## config.mk

```make
export PLATFORM = sky130hd
export DESIGN_NAME = glcm_ad_ctrl
export DESIGN_NICKNAME = d
export VERILOG_FILES = /design/src/rtl/glcm_ad_pkg.sv /design/src/rtl/glcm_ad_ctrl.sv
export SDC_FILE = /design/constraint.sdc
export NUM_CORES = 1
export LEC_CHECK = 0
export BUFFER_PORTS_ARGS = -buffer_cell sky130_fd_sc_hd__buf_4
export CAP_MARGIN = 10
export CORE_MARGIN = 3
export CORE_UTILIZATION = 30
export DETAILED_ROUTE_END_ITERATION = 16
export GPL_TIMING_DRIVEN = 0
export PLACE_DENSITY_LB_ADDON = 0.15
export SLEW_MARGIN = 10
export SYNTH_ARGS = -nofsm -noshare
export SYNTH_HDL_FRONTEND = slang
export SYNTH_SLANG_ARGS = --single-unit
```

## constraint.sdc

```tcl
create_clock -name i_clk -period 1.8 [get_ports i_clk]
set_clock_uncertainty 0.2 [all_clocks]
set_input_delay 0.54 -clock i_clk [delete_from_list [all_inputs] [get_ports i_clk]]
set_output_delay 0.54 -clock i_clk [all_outputs]
set_load 0.01 [all_outputs]
```

## src/rtl/glcm_ad_pkg.sv

```systemverilog
`timescale 1ns / 1ps
// shared types, codes and widths for the co-occurrence accumulator
package glcm_ad_pkg;

    localparam int unsigned OP_W      = 2;
    localparam int unsigned PIX_W     = 8;
    localparam int unsigned CFG_W     = 11;
    localparam int unsigned CFG_IDX_W = 2;
    localparam int unsigned CNT_W     = 22;
    localparam int unsigned VALUE_W   = 29;

    localparam logic [CNT_W-1:0]   CNT_MAX   = {CNT_W{1'b1}};
    localparam logic [VALUE_W-1:0] VALUE_MAX = {VALUE_W{1'b1}};

    localparam logic [CFG_W-1:0] CFG_SIZE_RESET = CFG_W'(1024);

    typedef enum logic [OP_W-1:0] {
        OP_PIXEL = 2'd0,
        OP_READ  = 2'd1,
        OP_SUM   = 2'd2,
        OP_CLEAR = 2'd3
    } t_op;

    typedef enum logic [CFG_IDX_W-1:0] {
        CFG_ANGLE  = 2'd0,
        CFG_WIDTH  = 2'd1,
        CFG_HEIGHT = 2'd2
    } t_cfg_idx;

    typedef enum logic [3:0] {
        ST_CLEAR,
        ST_IDLE,
        ST_PIX_RD,
        ST_PIX_PAIR,
        ST_INC_A,
        ST_INC_B,
        ST_ENTRY_RD,
        ST_SUM_RUN,
        ST_SUM_DRAIN,
        ST_RESULT
    } t_state;

    typedef struct packed {
        logic ld_item;
        logic clr_pos;
        logic sweep_rst;
        logic sweep_step;
        logic clear_wr;
        logic pix_step;
        logic pair_rd;
        logic inc_a;
        logic inc_b;
        logic entry_rd;
        logic sum_issue;
        logic sum_clr;
        logic out_load;
    } t_cmd;

    typedef struct packed {
        logic frame_done;
        logic pair_en;
        logic sweep_last;
        logic sum_busy;
        logic out_free;
    } t_stat;

endpackage

```

## src/rtl/glcm_ad_ctrl.sv

```systemverilog
`timescale 1ns / 1ps
// controller state machine sequencing pixel, read, sum and clear items
module glcm_ad_ctrl (
    input  logic                i_clk,
    input  logic                i_rst_n,
    input  logic                i_in_valid,
    input  glcm_ad_pkg::t_op    i_in_op,
    output logic                o_in_ready,
    input  glcm_ad_pkg::t_stat  i_stat,
    output glcm_ad_pkg::t_cmd   o_cmd
);
    import glcm_ad_pkg::*;

    t_state r_state;
    t_state n_state;

    always_ff @(posedge i_clk) begin
        if (!i_rst_n) begin
            r_state <= ST_CLEAR;
        end else begin
            r_state <= n_state;
        end
    end

    always_comb begin
        n_state    = r_state;
        o_cmd      = '0;
        o_in_ready = 1'b0;
        unique case (r_state)
            ST_CLEAR: begin
                o_cmd.clear_wr   = 1'b1;
                o_cmd.sweep_step = 1'b1;
                if (i_stat.sweep_last) begin
                    n_state = ST_IDLE;
                end
            end
            ST_IDLE: begin
                o_in_ready = 1'b1;
                if (i_in_valid) begin
                    o_cmd.ld_item = 1'b1;
                    unique case (i_in_op)
                        OP_PIXEL: begin
                            n_state = ST_PIX_RD;
                        end
                        OP_READ: begin
                            n_state = ST_ENTRY_RD;
                        end
                        OP_SUM: begin
                            o_cmd.sweep_rst = 1'b1;
                            o_cmd.sum_clr   = 1'b1;
                            n_state         = ST_SUM_RUN;
                        end
                        OP_CLEAR: begin
                            o_cmd.clr_pos   = 1'b1;
                            o_cmd.sweep_rst = 1'b1;
                            n_state         = ST_CLEAR;
                        end
                    endcase
                end
            end
            ST_PIX_RD: begin
                // a pixel past the end of the frame is dropped untouched
                if (i_stat.frame_done) begin
                    n_state = ST_IDLE;
                end else begin
                    o_cmd.pix_step = 1'b1;
                    n_state        = ST_PIX_PAIR;
                end
            end
            ST_PIX_PAIR: begin
                if (i_stat.pair_en) begin
                    o_cmd.pair_rd = 1'b1;
                    n_state       = ST_INC_A;
                end else begin
                    n_state = ST_IDLE;
                end
            end
            ST_INC_A: begin
                o_cmd.inc_a = 1'b1;
                n_state     = ST_INC_B;
            end
            ST_INC_B: begin
                o_cmd.inc_b = 1'b1;
                n_state     = ST_IDLE;
            end
            ST_ENTRY_RD: begin
                o_cmd.entry_rd = 1'b1;
                n_state        = ST_RESULT;
            end
            ST_SUM_RUN: begin
                o_cmd.sum_issue  = 1'b1;
                o_cmd.sweep_step = 1'b1;
                if (i_stat.sweep_last) begin
                    n_state = ST_SUM_DRAIN;
                end
            end
            ST_SUM_DRAIN: begin
                if (!i_stat.sum_busy) begin
                    n_state = ST_RESULT;
                end
            end
            ST_RESULT: begin
                if (i_stat.out_free) begin
                    o_cmd.out_load = 1'b1;
                    n_state        = ST_IDLE;
                end
            end
            default: begin
                n_state = ST_IDLE;
            end
        endcase
    end

    a_clear_walks: assert property (@(posedge i_clk) disable iff (!i_rst_n)
        (o_in_ready && i_in_valid && i_in_op == OP_CLEAR) |=> r_state == ST_CLEAR)
        else $error("clear item did not start the matrix walk");

    a_inc_order: assert property (@(posedge i_clk) disable iff (!i_rst_n)
        (r_state == ST_INC_B) |-> $past(r_state) == ST_INC_A)
        else $error("second increment without the first");

    a_result_leaves: assert property (@(posedge i_clk) disable iff (!i_rst_n)
        (r_state == ST_RESULT && i_stat.out_free) |=> r_state == ST_IDLE)
        else $error("result not handed to the output register");

endmodule

```

* Yosys cells after proc, flatten, opt, wreduce, memory -nomap -nowiden
Cells that the tools add are included.
** Operators by class
- Equal/unequal tests :: 17
- Mux-type cells :: 29
- Reductions and logical operators :: 5
** Operators by type and width (count)
- 4-bit one-hot mux with 9 select lines :: 1
- 4-bit two-way mux :: 5
- 1-bit two-way mux :: 18
- 4-bit by 3-bit equality test with 1-bit output, second input constant :: 4
- 4-bit one-hot mux with 4 select lines :: 1
- 2-bit inequality test, second input constant :: 5
- 3-bit two-way mux :: 3
- 4-bit by 2-bit equality test with 1-bit output, second input constant :: 2
- 4-bit equality test, second input constant :: 2
- 5-bit AND reduction :: 1
- 2-bit equality test, second input constant :: 2
- 4-bit by 1-bit equality test with 1-bit output, second input constant :: 1
- 4-bit zero test :: 1
- 2-bit OR reduction :: 2
- 2-bit by 1-bit equality test with 1-bit output, second input constant :: 1
- 2-bit zero test :: 1
- 2-bit two-way mux :: 1
** Storage, ports and cells
- Logic and storage cells :: 52
- Register bits :: 4

* Depth between registers and ports, before layout
Gate-level depths: netlist (run 1).
- Depth after elaboration :: 5
- Depth in mapped cells :: 5
- Gate-level depth less buffers :: 5

* Worst setup path before layout (run 1)
Ideal clock, no wire load.
- Path type :: register -> output
- Start point :: reg r_state[1]
- End point :: out o_cmd[11] (netlist name)
- Arrival time :: 1.157 ns
- Stages on the path, launching flop included :: 4
- Path buffers :: 0
- Required time :: 1.060 ns
- Setup slack :: -0.097 ns
- Cells stage by stage :: dfxtp_1 > nand2b_1 > nor4b_4 > and2_1
** RTL lines
- start, declared :: RTL line glcm_ad_ctrl.sv:14 : t_state r_state;
- start signal, assigned :: RTL line glcm_ad_ctrl.sv:21 : r_state <= n_state;
- end, declared :: RTL line glcm_ad_ctrl.sv:10 : output glcm_ad_pkg::t_cmd o_cmd

==> results of run 1 <==
[worst paths after layout]
check,startpoint,end,slack (ps),cells past startpoint
hold / removal,i_rst_n,r_state[3],360,2
setup reg to reg,r_state[1],r_state[0],290,5
hold reg to reg,r_state[0],r_state[0],420,2
setup / recovery,r_state[0],o_cmd[9],-290,4
[cell usage after synthesis, types with 2 or more instances]
| master | instances |
|---|---|
| o21ai_0 | 2 |
| nor3_1 | 3 |
| nand2_1 | 2 |
| dfxtp_1 | 4 |
| nor4_1 | 2 |
| nand2b_1 | 6 |
| buf_2 | 3 |
| ha_1 | 3 |
| o21a_1 | 2 |
| o31ai_1 | 3 |
| nor2_1 | 5 |
| and2_1 | 2 |
| nor2b_1 | 4 |
| inv_1 | 2 |
[worst reg2reg max path, cell delays in order (launching register included)]
cell,delay (ps)
dfxtp_4,330
buf_4,160
buf_8,140
buf_4,130
o31ai_1,270
a41oi_1,140
[report_power, final]
part           internal (mW)  total (mW)  switching (mW)
Combinational          0.123       0.216          0.0926
Sequential            0.0946       0.106          0.0115
Clock                 0.0746       0.111          0.0367
Total                  0.293       0.433           0.141
[area by class of cell]
cell class,instances,area (um2),area share (%)
flip-flops and latches,4,92.59,10.16
plain buffers,4,52.55,5.769
multi-input cells,49,435.4,47.80
inverters,2,7.507,0.8242
well taps,15,18.77,2.060
clock buffers,3,22.52,2.473
repair buffers,34,281.5,30.91
[cell families (layout without fill, tap and decap cells)]
family	after synthesis	count (layout)	share of synthesized area [%]
compound gates	14	14	22.95
fa+ha+maj	3	3	8.198
buf+inv	6	43	5.737
flops	4	4	17.49
mux	1	1	2.459
simple gates	31	31	43.17
[metal layers]
metal	GRT usage (%)	up-vias	share of wire, %
met2	25.71	20	52
met5	0	-	0
li1	-	296	-
met1	21.53	276	42
met3	5.179	0	6.1
met4	0	0	0
[what timing repair did]
action | CTS | global route
resized for setup | 19 | 20
buffers inserted | 5 | 6
pin swaps | 3 | 9
hold buffers | 0 | 0
gates cloned | 1 | 0
endpoints found under the setup margin | 14 | 14
==> impl_metrics.ini, run 1 <==
[setup_path]
cp_slowest_cell = dfxtp_4
cp_max_fo = 5
path_cells = buf_8, or3_4, a21oi_2, buf_4
cpLargestDelayFamily = flip-flops
crit_path_end_kind = output port
max_stage_delay_ps = 360
cp-start-kind = flip-flop
worstPathRequired_ps = 1060
crit_buf_inv = 2
cp_data_arrival_time_ps = 1350
crit_type = reg2out

[grt]
first_global_vias = 551
grt_max_degree = 11
grt_antenna_before_repair = 0
overflow = 0
globalRouteTotalUtil_pct = 15.79
grt_pass1_wl_um = 2401

[timing]
fin_crit_ps = 2093
rsz0062_at_grt = true
drv_slew = 0
post-route-period-util_pct = 116.3
relSlewSlack_pct = 75.47
setup_viol = 12
holdWs_ps = 360.5
fin_tns_setup_ps = -2041
fmax_mhz = 477.9
hold_violations = 0
finalWorstSetupSlack_ps = -292.7
tightestPinTransition_ps = 358.7

[logic_synthesis]
syn_inst = 59
ys.flop_type = dfxtp_1
synthTopCellsByArea = dfxtp_1, ha_1, nand2b_1
avgSynthCellArea_um2 = 7.762
synth_seq_cells = 4
netlist.area_leader.share_pct = 17.49
synth-warning-count = 0
synth-seq-area-share_pct = 17.49
synth_nets = 72
async_reset_ff_share_pct = 0
yosys.area.top_type = dfxtp_1
ys_types = 30
synth-edff-count = 0
syn_area_um2 = 457.9

[power_and_ir_drop]
finalPower_uw = 433.4
irDropWorstVdd_mv = 0.2455
p_leak_nw = 0.4008
power.density_nw_per_um2 = 475.8

[routing]
vias_per_cell = 5.333
drt-initial-drc-count = 12
firstDrtPassIters = 4
drc = 0
routed_wl_um = 1578
antenna_left = 0
wl_per_cell_um = 14.22
vias = 592

[clock_network]
clk_path_buf_depth = 2
tritoncts = done
cts_buffers = 3
clk_pin_slew_worst_paths_ps = 40
insertion_delay_ps = 230
h-tree-depth = 1
clock-sinks = 4
clockRootBuffer = clkbuf_4

[placement]
place_ws_ps = -160.9
numPortBuffers = 23
gp_congestion = 0.7963
dp_cells = 97
detailed_place_hpwl_um = 1030
placed_cell_area_um2 = 665.6

[cells_and_area]
largest_reg_flops = 4
drive_above_1_share_pct = 62.50
largestRegisters = r_state: 4 flops
layout_common_cells = buf_4, buf_6, nand2b_1, nor2b_1, clkbuf_4
area_growth_pct = 98.91
stdcell_count = 111
regMostFlops = r_state
utilization_pct = 66.67
diodes = 0
final_common_cell = buf_4
fillCellCount = 111
finalNetCount = 111
final_cell_area_um2 = 910.9

[outcome]
violations = negative setup slack
status = finished, violations left

[die]
initial_core_util_pct = 33.52
pin_count = 24
rows = 13
die_h_um = 45.07
die_w_um = 45.07
die-area_um2 = 2031
coreArea_um2 = 1366

[run]
max-cap-violations = 0

[min_path]
hold_class = in2reg
Power figures use the tool's default switching activity.
==> run 2: changes to the inputs <==
==> constraint.sdc (replaced) <==
create_clock -name i_clk -period 1.8 [get_ports i_clk]
set_clock_uncertainty 0.2 [all_clocks]
set_input_delay 0.27 -clock i_clk [delete_from_list [all_inputs] [get_ports i_clk]]
set_output_delay 0.27 -clock i_clk [all_outputs]
set_load 0.01 [all_outputs]
==> run 2 against run 1 <==
  * Fmax up 16%
  * Clock power about the same
  * Non-clock buffer count decreased by 5
  * Critical endpoint is now o_cmd[1]
  * Sequential share of layout area is 1.5 points higher
  * Largest power group unchanged
  * Core utilization shrank 11 points
  * Global-route usage down 0.12 points
  * The run still ends with negative setup slack left
  * Cell count decreased by 4.5%
  * Highest routed layer unchanged
  * Wire length shrank 10%
==> impl_metrics.ini, run 2 (synthesis results as in run 1) <==
[min_path]
hold_class = in2reg

[cells_and_area]
regMostFlops = r_state
stdcell_count = 106
utilization_pct = 55.68
finalNetCount = 106
layout_common_cells = buf_4, nand2b_1, nor2_1, clkbuf_4, nor2b_1
area_growth_pct = 66.12
largest_reg_flops = 4
fillCellCount = 140
largestRegisters = r_state: 4 flops
drive_above_1_share_pct = 49.45
final_common_cell = buf_4
final_cell_area_um2 = 760.7
diodes = 0

[placement]
dp_cells = 97
gp_congestion = 0.7548
placed_cell_area_um2 = 649.4
detailed_place_hpwl_um = 1020
numPortBuffers = 23

[die]
coreArea_um2 = 1366
die-area_um2 = 2031
die_w_um = 45.07
rows = 13
initial_core_util_pct = 33.52
die_h_um = 45.07
pin_count = 24

[grt]
grt_max_degree = 11
overflow = 0
grt_pass1_wl_um = 2346
globalRouteTotalUtil_pct = 15.66
first_global_vias = 534
grt_antenna_before_repair = 0

[timing]
hold_violations = 0
fin_crit_ps = 1802
relSlewSlack_pct = 75.08
fmax_mhz = 555.0
post-route-period-util_pct = 100.1
drv_slew = 0
holdWs_ps = 94.56
setup_viol = 1
finalWorstSetupSlack_ps = -1.889
rsz0062_at_grt = true
tightestPinTransition_ps = 364.4

[setup_path]
cpLargestDelayFamily = simple AND/OR/NAND/NOR gates
path_cells = nand2b_4, nor4b_4, and2_1, buf_4
reg2reg_slack_ps = 260
crit_path_end_kind = output port
cp_slowest_cell = dfxtp_4
crit_type = reg2out
cp-start-kind = flip-flop
max_stage_delay_ps = 350
worstPathRequired_ps = 1330
crit_buf_inv = 1
cp_max_fo = 5
cp_data_arrival_time_ps = 1330

[power_and_ir_drop]
p_leak_nw = 0.3413
power.density_nw_per_um2 = 521.7
finalPower_uw = 396.8
irDropWorstVdd_mv = 0.4778

[routing]
antenna_left = 0
vias = 572
drt-initial-drc-count = 13
firstDrtPassIters = 4
wl_per_cell_um = 13.38
routed_wl_um = 1418
vias_per_cell = 5.396
drc = 0

[outcome]
violations = negative setup slack
status = finished, violations left

[run]
max-cap-violations = 0

[clock_network]
clk_path_buf_depth = 2
h-tree-depth = 1
clockRootBuffer = clkbuf_4
ctsHoldBuffers = 0
clock-sinks = 4
clk_pin_slew_worst_paths_ps = 40
insertion_delay_ps = 230
tritoncts = done
cts_buffers = 3
## run 2: cell types whose count changed in the layout (fill, tap and decap cells not counted), moves of 2 or more
cell and change:
buf_4 +4, nor3_4 -2, buf_8 -2, buf_6 -8
nor3_1 +3, and2_1 +2, nor2_1 +2, and2_4 -2
## run 2: final cells by class
class / count / area [um2] / area share [%]
Sequential cell: 4 / 88.84 / 11.68
Tap cell: 15 / 18.77 / 2.467
Clock buffer: 3 / 22.52 / 2.961
Multi-Input combinational cell: 49 / 374.1 / 49.18
Inverter: 2 / 7.507 / 0.9868
Timing Repair Buffer: 29 / 217.7 / 28.62
Buffer: 4 / 31.28 / 4.112
## run 2: power by group
| group | internal, mW | total (mW) | switching [mW] |
|---|---|---|---|
| registers | 0.0954 | 0.106 | 0.0102 |
| clock network | 0.0744 | 0.108 | 0.0340 |
| logic | 0.104 | 0.183 | 0.0789 |
| total | 0.274 | 0.397 | 0.123 |
## run 2: worst paths after layout
| kind | start | to | cells after the start |
|---|---|---|---|
| hold / removal | i_rst_n | r_state[3] | 2 |
| hold reg to reg | r_state[2] | r_state[0] | 2 |
| setup / recovery | r_state[1] | o_cmd[1] | 4 |
| setup reg to reg | r_state[0] | r_state[0] | 4 |
## run 2: repair_timing
item | CTS | global route
pin swaps | 2 | 3
hold endpoints to repair | 0 | 0
endpoints found under the setup margin | 6 | 6
buffers inserted | 2 | 4
gates resized for setup | 13 | 2
## run 2: metrics by stage
| step | setup slack [ps] | setup TNS, ps |
|---|---|---|
| 2_1_floorplan | 172.5 | 0 |
| 3_3_place_gp | 63.35 | 0 |
| 3_5_place_dp | 55.18 | 0 |
| 4_1_cts | -3.419 | -3.419 |
| 5_1_grt | -73.35 | -276.7 |
| 6_report | -1.889 | -1.889 |
## run 2: per-layer routing
layer | share of wire (%) | vias up | track usage (%) | wire length [um]
li1 | - | 286 | - | -
met1 | 44 | 263 | 20.24 | 618
met2 | 48 | 23 | 24.58 | 680
met3 | 8.4 | 0 | 7.171 | 119
met4 | 0 | 0 | 1.754 | 0
met5 | 0 | - | 0 | 0
